<file path="src/rtl/tpr_pkg.sv">
package tpr_pkg;

    localparam logic [31:0] LOCAL_ISN      = 32'h1000_0000;
    localparam int unsigned HDR_BYTES      = 20;
    localparam int unsigned FRAME_OVERHEAD = 54;
    localparam int unsigned FRAME_LIMIT    = 1600;
    localparam int unsigned SEND_MAX_LEN   = FRAME_LIMIT - FRAME_OVERHEAD;

    localparam int unsigned FL_FIN = 0;
    localparam int unsigned FL_SYN = 1;
    localparam int unsigned FL_RST = 2;
    localparam int unsigned FL_ACK = 4;

    localparam int unsigned FIFO_DEPTH = 2;
    localparam int unsigned FIFO_PTR_W = $clog2(FIFO_DEPTH);
    localparam int unsigned FIFO_CNT_W = $clog2(FIFO_DEPTH + 1);

    typedef enum logic [1:0] {
        KIND_NONE   = 2'd0,
        KIND_ACK    = 2'd1,
        KIND_SYNACK = 2'd2,
        KIND_DATA   = 2'd3
    } kind_t;

    typedef enum logic [1:0] {
        EV_NONE  = 2'd0,
        EV_OPEN  = 2'd1,
        EV_CLOSE = 2'd2
    } event_t;

    typedef enum logic [2:0] {
        CLS_DROP,
        CLS_SEND,
        CLS_RST,
        CLS_SYN,
        CLS_SEG
    } cls_kind_t;

    // One classified item, everything the back end needs that does not
    // depend on connection state.
    typedef struct packed {
        cls_kind_t   cls;
        logic [15:0] sport;
        logic [31:0] seq;
        logic [31:0] ack;
        logic        ack_flag;
        logic        fin;
        logic        hdr_bad;
        logic        plen_zero;
        logic [5:0]  hlen;
        logic [15:0] plen;
        logic [15:0] len;
        logic        send_ok;
        logic [32:0] end_seq;
        logic [31:0] end_fin;
        logic [31:0] seq_p1;
        logic [31:0] src_ip;
        logic [47:0] src_mac;
    } cls_t;

endpackage

</file>
<file path="src/rtl/tpr_seg_if.sv">
interface tpr_seg_if;
    logic        valid;
    logic        ready;
    logic        op;
    logic [15:0] sender_port;
    logic [15:0] target_port;
    logic [31:0] seq;
    logic [31:0] ack;
    logic [7:0]  flags;
    logic [3:0]  data_offset_words;
    logic [15:0] seg_len;
    logic [31:0] src_ip;
    logic [47:0] src_mac;

    modport source (
        output valid, op, sender_port, target_port, seq, ack, flags,
               data_offset_words, seg_len, src_ip, src_mac,
        input  ready
    );
    modport sink (
        input  valid, op, sender_port, target_port, seq, ack, flags,
               data_offset_words, seg_len, src_ip, src_mac,
        output ready
    );
endinterface

</file>
<file path="src/rtl/tpr_reply_if.sv">
interface tpr_reply_if;
    logic        valid;
    logic        ready;
    logic [1:0]  reply_kind;
    logic [31:0] reply_seq;
    logic [31:0] reply_ack;
    logic [15:0] reply_peer_port;
    logic [31:0] reply_dst_ip;
    logic [47:0] reply_dst_mac;
    logic [15:0] deliver_start;
    logic [15:0] deliver_len;
    logic [1:0]  event_res;
    logic        established;
    logic        connected;

    modport source (
        output valid, reply_kind, reply_seq, reply_ack, reply_peer_port,
               reply_dst_ip, reply_dst_mac, deliver_start, deliver_len,
               event_res, established, connected,
        input  ready
    );
    modport sink (
        input  valid, reply_kind, reply_seq, reply_ack, reply_peer_port,
               reply_dst_ip, reply_dst_mac, deliver_start, deliver_len,
               event_res, established, connected,
        output ready
    );
endinterface

</file>
<file path="src/rtl/tpr_front.sv">
module tpr_front (
    input  logic            clk,
    input  logic            rst_n,
    input  logic            cfg_wr_en,
    input  logic [15:0]     cfg_wr_data,
    tpr_seg_if.sink         seg_in,
    output tpr_pkg::cls_t   cls,
    output logic            cls_valid,
    input  logic            cls_ready
);

    logic [15:0] listen_port_reg;
    logic [5:0]  hlen;
    logic [15:0] plen;

    always_ff @(posedge clk or negedge rst_n)
    begin
        if (!rst_n)
        begin
            listen_port_reg <= '0;
        end
        else if (cfg_wr_en)
        begin
            listen_port_reg <= cfg_wr_data;
        end
    end

    assign seg_in.ready = cls_ready;
    assign cls_valid    = seg_in.valid;

    assign hlen = {seg_in.data_offset_words, 2'b00};
    assign plen = seg_in.seg_len - {10'd0, hlen};

    always_comb
    begin
        cls.sport     = seg_in.sender_port;
        cls.seq       = seg_in.seq;
        cls.ack       = seg_in.ack;
        cls.ack_flag  = seg_in.flags[tpr_pkg::FL_ACK];
        cls.fin       = seg_in.flags[tpr_pkg::FL_FIN];
        cls.hdr_bad   = (hlen < 6'(tpr_pkg::HDR_BYTES)) || ({10'd0, hlen} > seg_in.seg_len);
        cls.plen_zero = (plen == 16'd0);
        cls.hlen      = hlen;
        cls.plen      = plen;
        cls.len       = seg_in.seg_len;
        cls.send_ok   = (seg_in.seg_len <= 16'(tpr_pkg::SEND_MAX_LEN));
        // Segment end; the in-order case takes this as the new peer sequence.
        cls.end_seq   = {1'b0, seg_in.seq} + {17'd0, plen};
        cls.end_fin   = seg_in.seq + {16'd0, plen} + 32'd1;
        cls.seq_p1    = seg_in.seq + 32'd1;
        cls.src_ip    = seg_in.src_ip;
        cls.src_mac   = seg_in.src_mac;

        if (seg_in.op)
        begin
            cls.cls = tpr_pkg::CLS_SEND;
        end
        else if (seg_in.seg_len < 16'(tpr_pkg::HDR_BYTES) ||
                 seg_in.target_port != listen_port_reg)
        begin
            cls.cls = tpr_pkg::CLS_DROP;
        end
        else if (seg_in.flags[tpr_pkg::FL_RST])
        begin
            cls.cls = tpr_pkg::CLS_RST;
        end
        else if (seg_in.flags[tpr_pkg::FL_SYN] && !seg_in.flags[tpr_pkg::FL_ACK])
        begin
            cls.cls = tpr_pkg::CLS_SYN;
        end
        else
        begin
            cls.cls = tpr_pkg::CLS_SEG;
        end
    end

endmodule

</file>
<file path="src/rtl/tpr_fifo.sv">
module tpr_fifo (
    input  logic            clk,
    input  logic            rst_n,
    input  tpr_pkg::cls_t   wr_data,
    input  logic            wr_valid,
    output logic            wr_ready,
    output tpr_pkg::cls_t   rd_data,
    output logic            rd_valid,
    input  logic            rd_pop
);

    tpr_pkg::cls_t                    entry_reg [tpr_pkg::FIFO_DEPTH];
    logic [tpr_pkg::FIFO_PTR_W-1:0]   wr_ptr_reg;
    logic [tpr_pkg::FIFO_PTR_W-1:0]   rd_ptr_reg;
    logic [tpr_pkg::FIFO_CNT_W-1:0]   count_reg;
    logic                             push;
    logic                             pop;

    assign wr_ready = (count_reg != tpr_pkg::FIFO_CNT_W'(tpr_pkg::FIFO_DEPTH));
    assign rd_valid = (count_reg != '0);
    assign rd_data  = entry_reg[rd_ptr_reg];
    assign push     = wr_valid && wr_ready;
    assign pop      = rd_pop && rd_valid;

    always_ff @(posedge clk)
    begin
        if (push)
        begin
            entry_reg[wr_ptr_reg] <= wr_data;
        end
    end

    always_ff @(posedge clk or negedge rst_n)
    begin
        if (!rst_n)
        begin
            wr_ptr_reg <= '0;
            rd_ptr_reg <= '0;
            count_reg  <= '0;
        end
        else
        begin
            if (push)
            begin
                wr_ptr_reg <= (wr_ptr_reg == tpr_pkg::FIFO_PTR_W'(tpr_pkg::FIFO_DEPTH - 1))
                              ? '0 : wr_ptr_reg + 1'b1;
            end
            if (pop)
            begin
                rd_ptr_reg <= (rd_ptr_reg == tpr_pkg::FIFO_PTR_W'(tpr_pkg::FIFO_DEPTH - 1))
                              ? '0 : rd_ptr_reg + 1'b1;
            end
            if (push && !pop)
            begin
                count_reg <= count_reg + 1'b1;
            end
            else if (pop && !push)
            begin
                count_reg <= count_reg - 1'b1;
            end
        end
    end

endmodule

</file>
<file path="src/rtl/tpr_back.sv">
module tpr_back (
    input  logic            clk,
    input  logic            rst_n,
    input  tpr_pkg::cls_t   head,
    input  logic            head_valid,
    output logic            head_pop,
    tpr_reply_if.source     reply_out
);

    // Connection state
    logic        active_reg,     active_next;
    logic        est_reg,        est_next;
    logic [15:0] peer_port_reg,  peer_port_next;
    logic [31:0] peer_ip_reg,    peer_ip_next;
    logic [47:0] peer_mac_reg,   peer_mac_next;
    logic [31:0] peer_seq_reg,   peer_seq_next;
    logic [31:0] local_seq_reg,  local_seq_next;

    // Result register
    logic        out_valid_reg;
    logic [1:0]  out_kind_reg;
    logic [31:0] out_seq_reg;
    logic [31:0] out_ack_reg;
    logic [15:0] out_port_reg;
    logic [31:0] out_ip_reg;
    logic [47:0] out_mac_reg;
    logic [15:0] out_dstart_reg;
    logic [15:0] out_dlen_reg;
    logic [1:0]  out_event_reg;
    logic        out_est_reg;
    logic        out_active_reg;

    tpr_pkg::kind_t  kind;
    tpr_pkg::event_t ev;
    logic [31:0]     rs;
    logic [31:0]     ra;
    logic [15:0]     dstart;
    logic [15:0]     dlen;
    logic [15:0]     seen;
    logic            seq_below;
    logic            seq_above;
    logic            all_seen;

    assign head_pop = head_valid && (!out_valid_reg || reply_out.ready);

    assign seq_below = head.seq < peer_seq_reg;
    assign seq_above = head.seq > peer_seq_reg;
    assign all_seen  = head.end_seq <= {1'b0, peer_seq_reg};
    // Bytes already taken; below the payload length wherever it is used.
    assign seen      = peer_seq_reg[15:0] - head.seq[15:0];

    always_comb
    begin
        active_next    = active_reg;
        est_next       = est_reg;
        peer_port_next = peer_port_reg;
        peer_ip_next   = peer_ip_reg;
        peer_mac_next  = peer_mac_reg;
        peer_seq_next  = peer_seq_reg;
        local_seq_next = local_seq_reg;
        kind           = tpr_pkg::KIND_NONE;
        ev             = tpr_pkg::EV_NONE;
        rs             = '0;
        ra             = '0;
        dstart         = '0;
        dlen           = '0;

        case (head.cls)
            tpr_pkg::CLS_SEND:
            begin
                if (head.send_ok)
                begin
                    kind = tpr_pkg::KIND_DATA;
                    rs   = local_seq_reg;
                    ra   = peer_seq_reg;
                end
                local_seq_next = local_seq_reg + {16'd0, head.len};
            end
            tpr_pkg::CLS_RST:
            begin
                active_next = 1'b0;
                est_next    = 1'b0;
                ev          = tpr_pkg::EV_CLOSE;
            end
            tpr_pkg::CLS_SYN:
            begin
                peer_ip_next   = head.src_ip;
                peer_mac_next  = head.src_mac;
                peer_port_next = head.sport;
                peer_seq_next  = head.seq_p1;
                local_seq_next = tpr_pkg::LOCAL_ISN + 32'd1;
                active_next    = 1'b1;
                est_next       = 1'b0;
                ev             = tpr_pkg::EV_OPEN;
                kind           = tpr_pkg::KIND_SYNACK;
                rs             = tpr_pkg::LOCAL_ISN;
                ra             = head.seq_p1;
            end
            tpr_pkg::CLS_SEG:
            begin
                if (active_reg && head.sport == peer_port_reg)
                begin
                    if (head.ack_flag && head.ack == local_seq_reg)
                    begin
                        est_next = 1'b1;
                    end
                    if (head.hdr_bad)
                    begin
                        kind = tpr_pkg::KIND_ACK;
                    end
                    else if (head.plen_zero)
                    begin
                        if (head.fin && head.seq == peer_seq_reg)
                        begin
                            peer_seq_next = peer_seq_reg + 32'd1;
                            kind          = tpr_pkg::KIND_ACK;
                            active_next   = 1'b0;
                            est_next      = 1'b0;
                            ev            = tpr_pkg::EV_CLOSE;
                        end
                    end
                    else if ((seq_below && all_seen) || seq_above)
                    begin
                        kind = tpr_pkg::KIND_ACK;
                    end
                    else
                    begin
                        // Trim the retransmitted head; the new end is the segment end, one past it on FIN.
                        dstart = {10'd0, head.hlen} + seen;
                        dlen   = head.plen - seen;
                        kind   = tpr_pkg::KIND_ACK;
                        if (head.fin)
                        begin
                            peer_seq_next = head.end_fin;
                            active_next   = 1'b0;
                            est_next      = 1'b0;
                            ev            = tpr_pkg::EV_CLOSE;
                        end
                        else
                        begin
                            peer_seq_next = head.end_seq[31:0];
                        end
                    end
                    if (kind == tpr_pkg::KIND_ACK)
                    begin
                        rs = local_seq_reg;
                        ra = peer_seq_next;
                    end
                end
            end
            default:
            begin
            end
        endcase
    end

    always_ff @(posedge clk or negedge rst_n)
    begin
        if (!rst_n)
        begin
            active_reg    <= 1'b0;
            est_reg       <= 1'b0;
            peer_port_reg <= '0;
            peer_ip_reg   <= '0;
            peer_mac_reg  <= '0;
            peer_seq_reg  <= '0;
            local_seq_reg <= '0;
            out_valid_reg <= 1'b0;
        end
        else
        begin
            if (head_pop)
            begin
                active_reg    <= active_next;
                est_reg       <= est_next;
                peer_port_reg <= peer_port_next;
                peer_ip_reg   <= peer_ip_next;
                peer_mac_reg  <= peer_mac_next;
                peer_seq_reg  <= peer_seq_next;
                local_seq_reg <= local_seq_next;
                out_valid_reg <= 1'b1;
            end
            else if (reply_out.ready)
            begin
                out_valid_reg <= 1'b0;
            end
        end
    end

    always_ff @(posedge clk)
    begin
        if (head_pop)
        begin
            out_kind_reg   <= kind;
            out_seq_reg    <= rs;
            out_ack_reg    <= ra;
            out_port_reg   <= (kind == tpr_pkg::KIND_NONE) ? '0 : peer_port_next;
            out_ip_reg     <= (kind == tpr_pkg::KIND_NONE) ? '0 : peer_ip_next;
            out_mac_reg    <= (kind == tpr_pkg::KIND_NONE) ? '0 : peer_mac_next;
            out_dstart_reg <= dstart;
            out_dlen_reg   <= dlen;
            out_event_reg  <= ev;
            out_est_reg    <= est_next;
            out_active_reg <= active_next;
        end
    end

    assign reply_out.valid           = out_valid_reg;
    assign reply_out.reply_kind      = out_kind_reg;
    assign reply_out.reply_seq       = out_seq_reg;
    assign reply_out.reply_ack       = out_ack_reg;
    assign reply_out.reply_peer_port = out_port_reg;
    assign reply_out.reply_dst_ip    = out_ip_reg;
    assign reply_out.reply_dst_mac   = out_mac_reg;
    assign reply_out.deliver_start   = out_dstart_reg;
    assign reply_out.deliver_len     = out_dlen_reg;
    assign reply_out.event_res       = out_event_reg;
    assign reply_out.established     = out_est_reg;
    assign reply_out.connected       = out_active_reg;

endmodule

</file>
<file path="src/rtl/tcp_passive_receive_fsm_top.sv">
// Channel     | Dir | Handshake     | Carries
// seg_in      | in  | valid / ready | received header (op 0) or bytes sent note (op 1)
// reply_out   | out | valid / ready | reply kind, numbers, peer, delivery, event, flags
// cfg_wr_*    | in  | write enable  | listen_port, no read-back
//
// One item per cycle sustained while reply_out is not stalled; a result is
// registered after its transfer on seg_in (queue write, then the back end's
// decide-and-register step). The rate is set by the back end, which decides and
// updates the connection state for each item as it pops it from the queue.
// rst_n clears the connection state, listen_port, the queue and the result valid.
// A stall on reply_out holds the result register; the two-entry queue absorbs
// items already in flight and seg_in.ready drops only when the queue is full.
module tcp_passive_receive_fsm_top (
    input  logic        clk,
    input  logic        rst_n,
    input  logic        cfg_wr_en,
    input  logic [15:0] cfg_wr_data,
    tpr_seg_if.sink     seg_in,
    tpr_reply_if.source reply_out
);

    tpr_pkg::cls_t front_cls;
    logic          front_valid;
    logic          front_ready;
    tpr_pkg::cls_t head_cls;
    logic          head_valid;
    logic          head_pop;

    // Front: accept the transfer, hold listen_port, classify without state.
    tpr_front u_front (
        .clk         (clk),
        .rst_n       (rst_n),
        .cfg_wr_en   (cfg_wr_en),
        .cfg_wr_data (cfg_wr_data),
        .seg_in      (seg_in),
        .cls         (front_cls),
        .cls_valid   (front_valid),
        .cls_ready   (front_ready)
    );

    // Short queue decoupling classification from execution.
    tpr_fifo u_fifo (
        .clk      (clk),
        .rst_n    (rst_n),
        .wr_data  (front_cls),
        .wr_valid (front_valid),
        .wr_ready (front_ready),
        .rd_data  (head_cls),
        .rd_valid (head_valid),
        .rd_pop   (head_pop)
    );

    // Back: apply the item to the connection state and register the reply.
    tpr_back u_back (
        .clk        (clk),
        .rst_n      (rst_n),
        .head       (head_cls),
        .head_valid (head_valid),
        .head_pop   (head_pop),
        .reply_out  (reply_out)
    );

endmodule

</file>
<file path="src/flat_wrapper.sv">
// flat-port wrapper written by rule: the top's interface ports become plain ports
module tcp_passive_receive_fsm_top_flat 
  (clk, rst_n, cfg_wr_en, cfg_wr_data, seg_in_valid, seg_in_op, seg_in_sender_port, seg_in_target_port, seg_in_seq, seg_in_ack, seg_in_flags, seg_in_data_offset_words, seg_in_seg_len, seg_in_src_ip, seg_in_src_mac, seg_in_ready, reply_out_valid, reply_out_reply_kind, reply_out_reply_seq, reply_out_reply_ack, reply_out_reply_peer_port, reply_out_reply_dst_ip, reply_out_reply_dst_mac, reply_out_deliver_start, reply_out_deliver_len, reply_out_event_res, reply_out_established, reply_out_connected, reply_out_ready);
  tpr_seg_if seg_in_i ();
  tpr_reply_if reply_out_i ();
  input  logic clk;
  input  logic rst_n;
  input  logic cfg_wr_en;
  input  logic [15:0] cfg_wr_data;
  input wire logic [$bits(seg_in_i.valid)-1:0] seg_in_valid;
  input wire logic [$bits(seg_in_i.op)-1:0] seg_in_op;
  input wire logic [$bits(seg_in_i.sender_port)-1:0] seg_in_sender_port;
  input wire logic [$bits(seg_in_i.target_port)-1:0] seg_in_target_port;
  input wire logic [$bits(seg_in_i.seq)-1:0] seg_in_seq;
  input wire logic [$bits(seg_in_i.ack)-1:0] seg_in_ack;
  input wire logic [$bits(seg_in_i.flags)-1:0] seg_in_flags;
  input wire logic [$bits(seg_in_i.data_offset_words)-1:0] seg_in_data_offset_words;
  input wire logic [$bits(seg_in_i.seg_len)-1:0] seg_in_seg_len;
  input wire logic [$bits(seg_in_i.src_ip)-1:0] seg_in_src_ip;
  input wire logic [$bits(seg_in_i.src_mac)-1:0] seg_in_src_mac;
  output wire logic [$bits(seg_in_i.ready)-1:0] seg_in_ready;
  output wire logic [$bits(reply_out_i.valid)-1:0] reply_out_valid;
  output wire logic [$bits(reply_out_i.reply_kind)-1:0] reply_out_reply_kind;
  output wire logic [$bits(reply_out_i.reply_seq)-1:0] reply_out_reply_seq;
  output wire logic [$bits(reply_out_i.reply_ack)-1:0] reply_out_reply_ack;
  output wire logic [$bits(reply_out_i.reply_peer_port)-1:0] reply_out_reply_peer_port;
  output wire logic [$bits(reply_out_i.reply_dst_ip)-1:0] reply_out_reply_dst_ip;
  output wire logic [$bits(reply_out_i.reply_dst_mac)-1:0] reply_out_reply_dst_mac;
  output wire logic [$bits(reply_out_i.deliver_start)-1:0] reply_out_deliver_start;
  output wire logic [$bits(reply_out_i.deliver_len)-1:0] reply_out_deliver_len;
  output wire logic [$bits(reply_out_i.event_res)-1:0] reply_out_event_res;
  output wire logic [$bits(reply_out_i.established)-1:0] reply_out_established;
  output wire logic [$bits(reply_out_i.connected)-1:0] reply_out_connected;
  input wire logic [$bits(reply_out_i.ready)-1:0] reply_out_ready;
  assign seg_in_i.valid = seg_in_valid;
  assign seg_in_i.op = seg_in_op;
  assign seg_in_i.sender_port = seg_in_sender_port;
  assign seg_in_i.target_port = seg_in_target_port;
  assign seg_in_i.seq = seg_in_seq;
  assign seg_in_i.ack = seg_in_ack;
  assign seg_in_i.flags = seg_in_flags;
  assign seg_in_i.data_offset_words = seg_in_data_offset_words;
  assign seg_in_i.seg_len = seg_in_seg_len;
  assign seg_in_i.src_ip = seg_in_src_ip;
  assign seg_in_i.src_mac = seg_in_src_mac;
  assign seg_in_ready = seg_in_i.ready;
  assign reply_out_valid = reply_out_i.valid;
  assign reply_out_reply_kind = reply_out_i.reply_kind;
  assign reply_out_reply_seq = reply_out_i.reply_seq;
  assign reply_out_reply_ack = reply_out_i.reply_ack;
  assign reply_out_reply_peer_port = reply_out_i.reply_peer_port;
  assign reply_out_reply_dst_ip = reply_out_i.reply_dst_ip;
  assign reply_out_reply_dst_mac = reply_out_i.reply_dst_mac;
  assign reply_out_deliver_start = reply_out_i.deliver_start;
  assign reply_out_deliver_len = reply_out_i.deliver_len;
  assign reply_out_event_res = reply_out_i.event_res;
  assign reply_out_established = reply_out_i.established;
  assign reply_out_connected = reply_out_i.connected;
  assign reply_out_i.ready = reply_out_ready;
  tcp_passive_receive_fsm_top u_core (.clk(clk), .rst_n(rst_n), .cfg_wr_en(cfg_wr_en), .cfg_wr_data(cfg_wr_data), .seg_in(seg_in_i), .reply_out(reply_out_i));
endmodule
</file>
<file path="config.mk">
export PLATFORM = sky130hd
export DESIGN_NAME = tcp_passive_receive_fsm_top_flat
export DESIGN_NICKNAME = d
export VERILOG_FILES = /design/src/rtl/tpr_pkg.sv /design/src/rtl/tpr_seg_if.sv /design/src/rtl/tpr_reply_if.sv /design/src/rtl/tpr_front.sv /design/src/rtl/tpr_fifo.sv /design/src/rtl/tpr_back.sv /design/src/rtl/tcp_passive_receive_fsm_top.sv /design/src/flat_wrapper.sv
export SDC_FILE = /design/constraint.sdc
export NUM_CORES = 2
export LEC_CHECK = 0
export ABC_AREA = 0
export CAP_MARGIN = 20
export CORE_MARGIN = 5
export CORE_UTILIZATION = 38
export DETAILED_ROUTE_END_ITERATION = 12
export DONT_BUFFER_PORTS = 1
export PLACE_DENSITY = 0.56
export SYNTH_ARGS = -nofsm -noshare
export SYNTH_HDL_FRONTEND = slang
export SYNTH_SLANG_ARGS = --single-unit
export TNS_END_PERCENT = 20
</file>
<file path="constraint.sdc">
create_clock -name clk -period 17.8 [get_ports clk]
set_input_delay 2.67 -clock clk [delete_from_list [all_inputs] [get_ports clk]]
set_output_delay 2.67 -clock clk [all_outputs]
set_load 0.02 [all_outputs]
</file>
Word level (Yosys, flattened, before mapping)
Memories as Yosys holds them, arrays and structs flattened.
Cells that the tools add are included.
{"block": "classes", "n_addsub": 14, "n_mul": 0, "n_div": 0, "n_lt_le_gt_ge": 7, "n_eq_ne": 11, "shift": 0, "muxes": 61, "bitwise_logic": 2, "reduce_logical": 29}
{"cell": "2-to-1 mux 32 bit", "n": 13}
{"cell": "case mux 32 bit (3 select lines)", "n": 2}
{"cell": "case mux 32 bit (2 select lines)", "n": 2}
{"cell": "adder 32 x 1 -> 32 bit (second input constant)", "n": 3}
{"cell": "adder 32 x 16 -> 32 bit", "n": 2}
{"cell": "== test 32 bit", "n": 2}
{"cell": "2-to-1 mux 48 bit", "n": 1}
{"cell": "adder 32 x 16 -> 33 bit", "n": 1}
{"cell": "less-or-equal comparator 33 x 32 -> 1 bit", "n": 1}
{"cell": "> comparator 32 bit", "n": 1}
{"cell": "< comparator 32 bit", "n": 1}
{"cell": "subtractor 16 bit", "n": 2}
{"cell": "2-to-1 mux 2 bit", "n": 14}
{"cell": "2-to-1 mux 1 bit", "n": 20}
{"cell": "adder 6 x 16 -> 16 bit", "n": 1}
{"cell": "== test 16 bit", "n": 1}
{"cell": "> comparator 6 x 16 -> 1 bit", "n": 1}
{"cell": "less-or-equal comparator 16 x 11 -> 1 bit (second input constant)", "n": 1}
{"cell": "zero test 16 bit", "n": 1}
{"cell": "< comparator 16 x 5 -> 1 bit (second input constant)", "n": 1}
{"cell": "2-to-1 mux 16 bit", "n": 1}
{"cell": "inequality test 16 bit", "n": 1}
{"cell": "subtractor 16 x 6 -> 16 bit", "n": 1}
{"cell": "2-to-1 mux 3 bit", "n": 4}
{"cell": "other kinds (22)", "n": 46}
{"block": "word_totals", "reg_bits": 381, "latch_bits": 0, "ram_bits": 602, "romBits": 0, "in_bits": 226, "output_inout_bits": 200, "wordCells": 148, "mem_count": 1}
{"memory": "u_core.u_fifo.entry_reg", "depth": 2, "width": 301, "rd": 1, "rd_ports_with_merged_regs": 0, "wr": 1, "line": "tpr_fifo.sv:12", "text": "tpr_pkg::cls_t entry_reg [tpr_pkg::FIFO_DEPTH];"}

Longest topological paths before layout
An unclocked memory read counts as a cell.
{"block": "depth", "ltp_word": 12, "mapped_depth": 28, "depth_no_buf": 19}

Hierarchy
Synthesis repeated with hierarchy kept, for this count alone.
{"block": "hier_totals", "hier_cells": 3934, "hier_area_um2": 49382.4}
{"mod": "tpr_fifo", "instances": 1, "cells_per_inst": 961, "area_each_um2": 23137.2, "seq_area_each_um2": 18297.5}
{"mod": "tpr_back", "instances": 1, "cells_per_inst": 2296, "area_each_um2": 21210.3, "seq_area_each_um2": 10024.6}
{"mod": "tpr_front", "instances": 1, "cells_per_inst": 677, "area_each_um2": 5034.8, "seq_area_each_um2": 400.4}

Worst setup path after synthesis
OpenSTA, ideal clock, no wires.
{"block": "synth_timing", "path_type": "in2reg", "startpoint": "in seg_in_valid", "endpoint": "mem u_core.u_fifo.entry_reg[0][0] in the netlist's numbering (enable)", "setup_time_ps": 966, "arrival_time_ps": 15144, "t_required_ps": 16834, "setup_slack_ps": 1690, "path_stages": 2, "n_path_buf": 0, "path_cell_list": "nand2_1 -> nor2_1"}
{"block": "synth_between", "elab_chain_cells": 3}
{"item": "start, declared", "line": "flat_wrapper.sv:10", "text": "input wire logic [$bits(seg_in_i.valid)-1:0] seg_in_valid;"}
{"item": "logical AND 1 bit", "line": "tpr_fifo.sv:22", "text": "assign push = wr_valid && wr_ready;"}
{"item": "2-to-1 mux 1 bit", "line": "tpr_fifo.sv:27", "text": "if (push)"}
{"item": "2-to-1 mux 1 bit (implied by the code)", "line": "tpr_fifo.sv:29", "text": "entry_reg[wr_ptr_reg] <= wr_data;"}
{"item": "end, declared", "line": "tpr_fifo.sv:12"}
No other way between the ends.

==> results by group <==
Outcome
  • Status: complete, no violations

Detailed routing
  • Routed wire length: 128,400 um
  • Drt first pass iters: 5
  • Drt wl/cell: 24.35 um
  • Number of remaining DRC errors: 0
  • DR vias: 28,730
  • Initial drt markers: 2,740
  • Antenna Violating Nets Remaining: 0
  • Vias per cell: 5.448

Synthesis
  • Predominant post-synthesis flop cell: edfxtp_1
  • Syn. warnings: 0
  • Unique cell type count in the Yosys netlist: 78
  • FFs w/ async S/R, synth: 18.69%
  • Syn Inst Count: 3,572
  • Mapped Area: 45,680 sq um
  • #FFs+latches synth: 979
  • Syn_area_per_cell: 12.79 sq um
  • Post-synth EDFFs: 796
  • Synth Net Count: 3,943
  • Seq/Total Area, Yosys: 62.36%

Clock network
  • # hold bufs at CTS: 0
  • H-tree levels: 3
  • Post_cts resized: 0
  • CTS tree: built
  • Clk_lat worst skew: 720 ps
  • Num CTS Buffers: 106
  • Setup bufs post-CTS: 0
  • Clock transition at the registers of the reported paths: 60 ps
  • CTS Root Cell: clkbuf_16
  • Worst-case clock buffer depth: 3
  • CTS Sinks: 979

Global route
  • Vias in the first global route: 27,630
  • Grt total ovfl: 0
  • Largest net degree at the start of global routing: 184
  • Initial antenna violation count: 7
  • First-pass GRT wire length: 187,200 um
  • GRT Total Usage: 19.58%

Critical path
  • Setup Crit Path Kind: input pin to flop
  • CP arrival: 7490 ps
  • Crit end category: flop
  • Startpoint class of the critical path: input pin
  • R2r setup slk: 11,380 ps
  • WP data required: 18,220 ps
  • Worst Path Max Fanout: 7

Finish
  • Share of cells above drive strength 1: 10.14%
  • Commonest non-fill, non-tap cell in the layout: edfxtp_1
  • Commonest cells after routing, fill and taps aside: 796 x edfxtp_1, 276 x nand2_1, 265 x nor2_1
  • Design area: 51,120 sq um
  • Max reg flops: 598
  • Total Nets Final: 3,930
  • Layout area overhead: 11.90%
  • Fillers: 10,890

Place
  • Port bufs: 0
  • GP Congestion: 0.8824
  • Final HPWL from detailed placement: 87,120 um
  • Post-DP Area: 47,460 sq um

Floorplanning
  • # rows: 127
  • Starting density of the core: 38.17%
  • Die W: 356.7 um
  • Full die area: 127,200 sq um
  • Core Footprint: 119,700 sq um
  • Chip Height: 356.7 um
  • # IOs: 426

Job
  • Max-Cap Viols: 0

Worst hold path
  • HP Class: flop to flop

Power
  • Internal power: 0.005924 W
  • VDD IR max: 111.0 uV
  • Flop pwr share: 39.6%
  • NetSw: 0.003861 W
  • Pwr dens: 191.4 nW/um^2
  • Sw frac: 39.46%
  • Total power: 0.009785 W
  • Clock Power Share: 23.0%
  • Lkg Pwr: 18.63 nW
  • Comb power frac: 37.3%

Timing
  • Setup TNS: 0 ps
  • Final hold violation count: 0
  • Final Max Tran Viols: 0
  • Final clock skew: 53.77 ps
  • # setup viols final: 0
  • Max-slew headroom: 23.14%
  • Worst-Margin Slew: 1150 ps
  • Fmax: 141.5 MHz
  • RSZ-0062 raised after global routing: no
  • Minimum clock period after layout: 7070 ps
  • Fin crit share: 39.72%
-- worst max-delay path, cell delays in order --
cell     delay (ps)
inv_1            60
ha_1            160
inv_1            50
fa_1            410
a21o_1          200
a21oi_1         310
and3_1          250
inv_1            60
or3_1           320
xnor2_1         770
ha_1            480
a21oi_1         190
nor2b_1          60
o21ai_0         240
o21ai_0         130
a41oi_1         770
nor2_1          150
xor2_1          200
-- cells in the mapped netlist (6+ instances only) --
cell type | n | share of area [%]
and4_1 | 6 | 0.12
edfxtp_1 | 796 | 52
nand2_1 | 277 | 2.3
o21ai_0 | 217 | 2.4
clkbuf_1 | 115 | 0.95
nand4_1 | 47 | 0.64
or3_1 | 23 | 0.32
nor2b_1 | 21 | 0.29
and3_1 | 29 | 0.40
ha_1 | 138 | 3.8
o221ai_1 | 6 | 0.12
buf_2 | 42 | 0.46
buf_1 | 6 | 0.049
a31oi_1 | 12 | 0.16
o31ai_1 | 25 | 0.41
o21a_1 | 15 | 0.25
inv_1 | 100 | 0.82
o21bai_1 | 11 | 0.18
dfrtp_1 | 183 | 10
nand2b_1 | 21 | 0.29
mux2_2 | 130 | 3.2
o21ai_1 | 7 | 0.077
nor2_1 | 267 | 2.2
a21oi_1 | 124 | 1.4
a22oi_1 | 27 | 0.44
or4_1 | 8 | 0.13
a21o_1 | 31 | 0.51
o211ai_1 | 18 | 0.30
xnor2_1 | 156 | 3.0
mux2i_1 | 196 | 4.3
a211o_1 | 10 | 0.19
fa_1 | 7 | 0.31
nor4_1 | 26 | 0.36
nor3_1 | 62 | 0.68
o22ai_1 | 7 | 0.096
a41oi_1 | 7 | 0.13
a211oi_1 | 116 | 1.9
nand3_1 | 87 | 0.95
xor2_1 | 64 | 1.2
and2_1 | 37 | 0.51
-- power by group through the flow --
stage / clock network [W] / logic, W / registers (W)
floorplan: 0 / 0.00268 / 0.00392
global placement: 0 / 0.00363 / 0.00392
detailed placement: 0 / 0.00366 / 0.00393
CTS: 0.00231 / 0.00368 / 0.00389
global route: 0.00241 / 0.00404 / 0.00394
finish: 0.00225 / 0.00365 / 0.00388
-- metrics by stage --
| step | hold WS [ps] | worst slack [ps] | utilization (%) | std cells |
|---|---|---|---|---|
| detailed placement | 470.5 | 10180 | 39.66 | 5063 |
| global placement | 461.5 | 10160 | 39.66 | 5063 |
| floorplan | 450.5 | 1690 | - | 3572 |
| global route | 502.4 | 10670 | 42.71 | 5267 |
| finish | 476.8 | 10730 | 42.72 | 5273 |
| CTS | 483.4 | 10890 | 42.69 | 5261 |
-- final cells by class --
| type | count | area, sq um | area share, % |
|---|---|---|---|
| flip-flops and latches | 979 | 28490 | 55.73 |
| multi-input cells | 2323 | 16170 | 31.63 |
| clock buffers | 139 | 2856 | 5.588 |
| well taps | 1612 | 2017 | 3.946 |
| clock inverters | 59 | 770.7 | 1.508 |
| inverters | 102 | 397.9 | 0.7784 |
| repair buffers | 47 | 390.4 | 0.7637 |
| diodes | 12 | 30.03 | 0.05875 |
-- cells by family (layout without fill, tap and decap cells) --
family | after synthesis | count (layout) | share of synthesized area, %
adder cells (fa/ha/maj) | 145 | 145 | 4.087
XOR/XNOR | 221 | 221 | 4.268
flip-flops | 979 | 979 | 62.36
other | 0 | 12 | 0
AO/OA/AOI/OAI | 699 | 699 | 9.894
buffers and inverters | 270 | 347 | 2.375
AND/OR/NAND/NOR | 932 | 932 | 9.522
multiplexers | 326 | 326 | 7.500
-- path summary, 6_finish.rpt --
check | start | to | cells after the start
max | seg_in_seg_len[2] | u_core.u_fifo.entry_reg[0][173]$_DFFE_PP_ | 18
min | u_core.u_back.peer_mac_reg[12]$_DFFE_PN0P_ | u_core.u_back.peer_mac_reg[12]$_DFFE_PN0P_ | 2
max reg2reg | u_core.u_fifo.rd_ptr_reg$_DFFE_PN0P_ | u_core.u_back.reply_out.reply_ack[14]$_DFFE_PP_ | 12
min reg2reg | u_core.u_back.peer_mac_reg[12]$_DFFE_PN0P_ | u_core.u_back.peer_mac_reg[12]$_DFFE_PN0P_ | 2
max in group asynchronous | rst_n | u_core.u_fifo.rd_ptr_reg$_DFFE_PN0P_ | 0
min in group asynchronous | rst_n | u_core.u_front.listen_port_reg[10]$_DFFE_PN0P_ | 0
-- per-layer routing --
metal | vias up | track usage (%) | routed length [um]
met3 | 174 | 4.401 | 9080
li1 | 13350 | - | -
met5 | - | 0 | 13
met1 | 14330 | 25.73 | 54260
met4 | 2 | 6.120 | 3448
met2 | 875 | 32.46 | 61590
No activity file was read; power rests on OpenSTA's default activity.
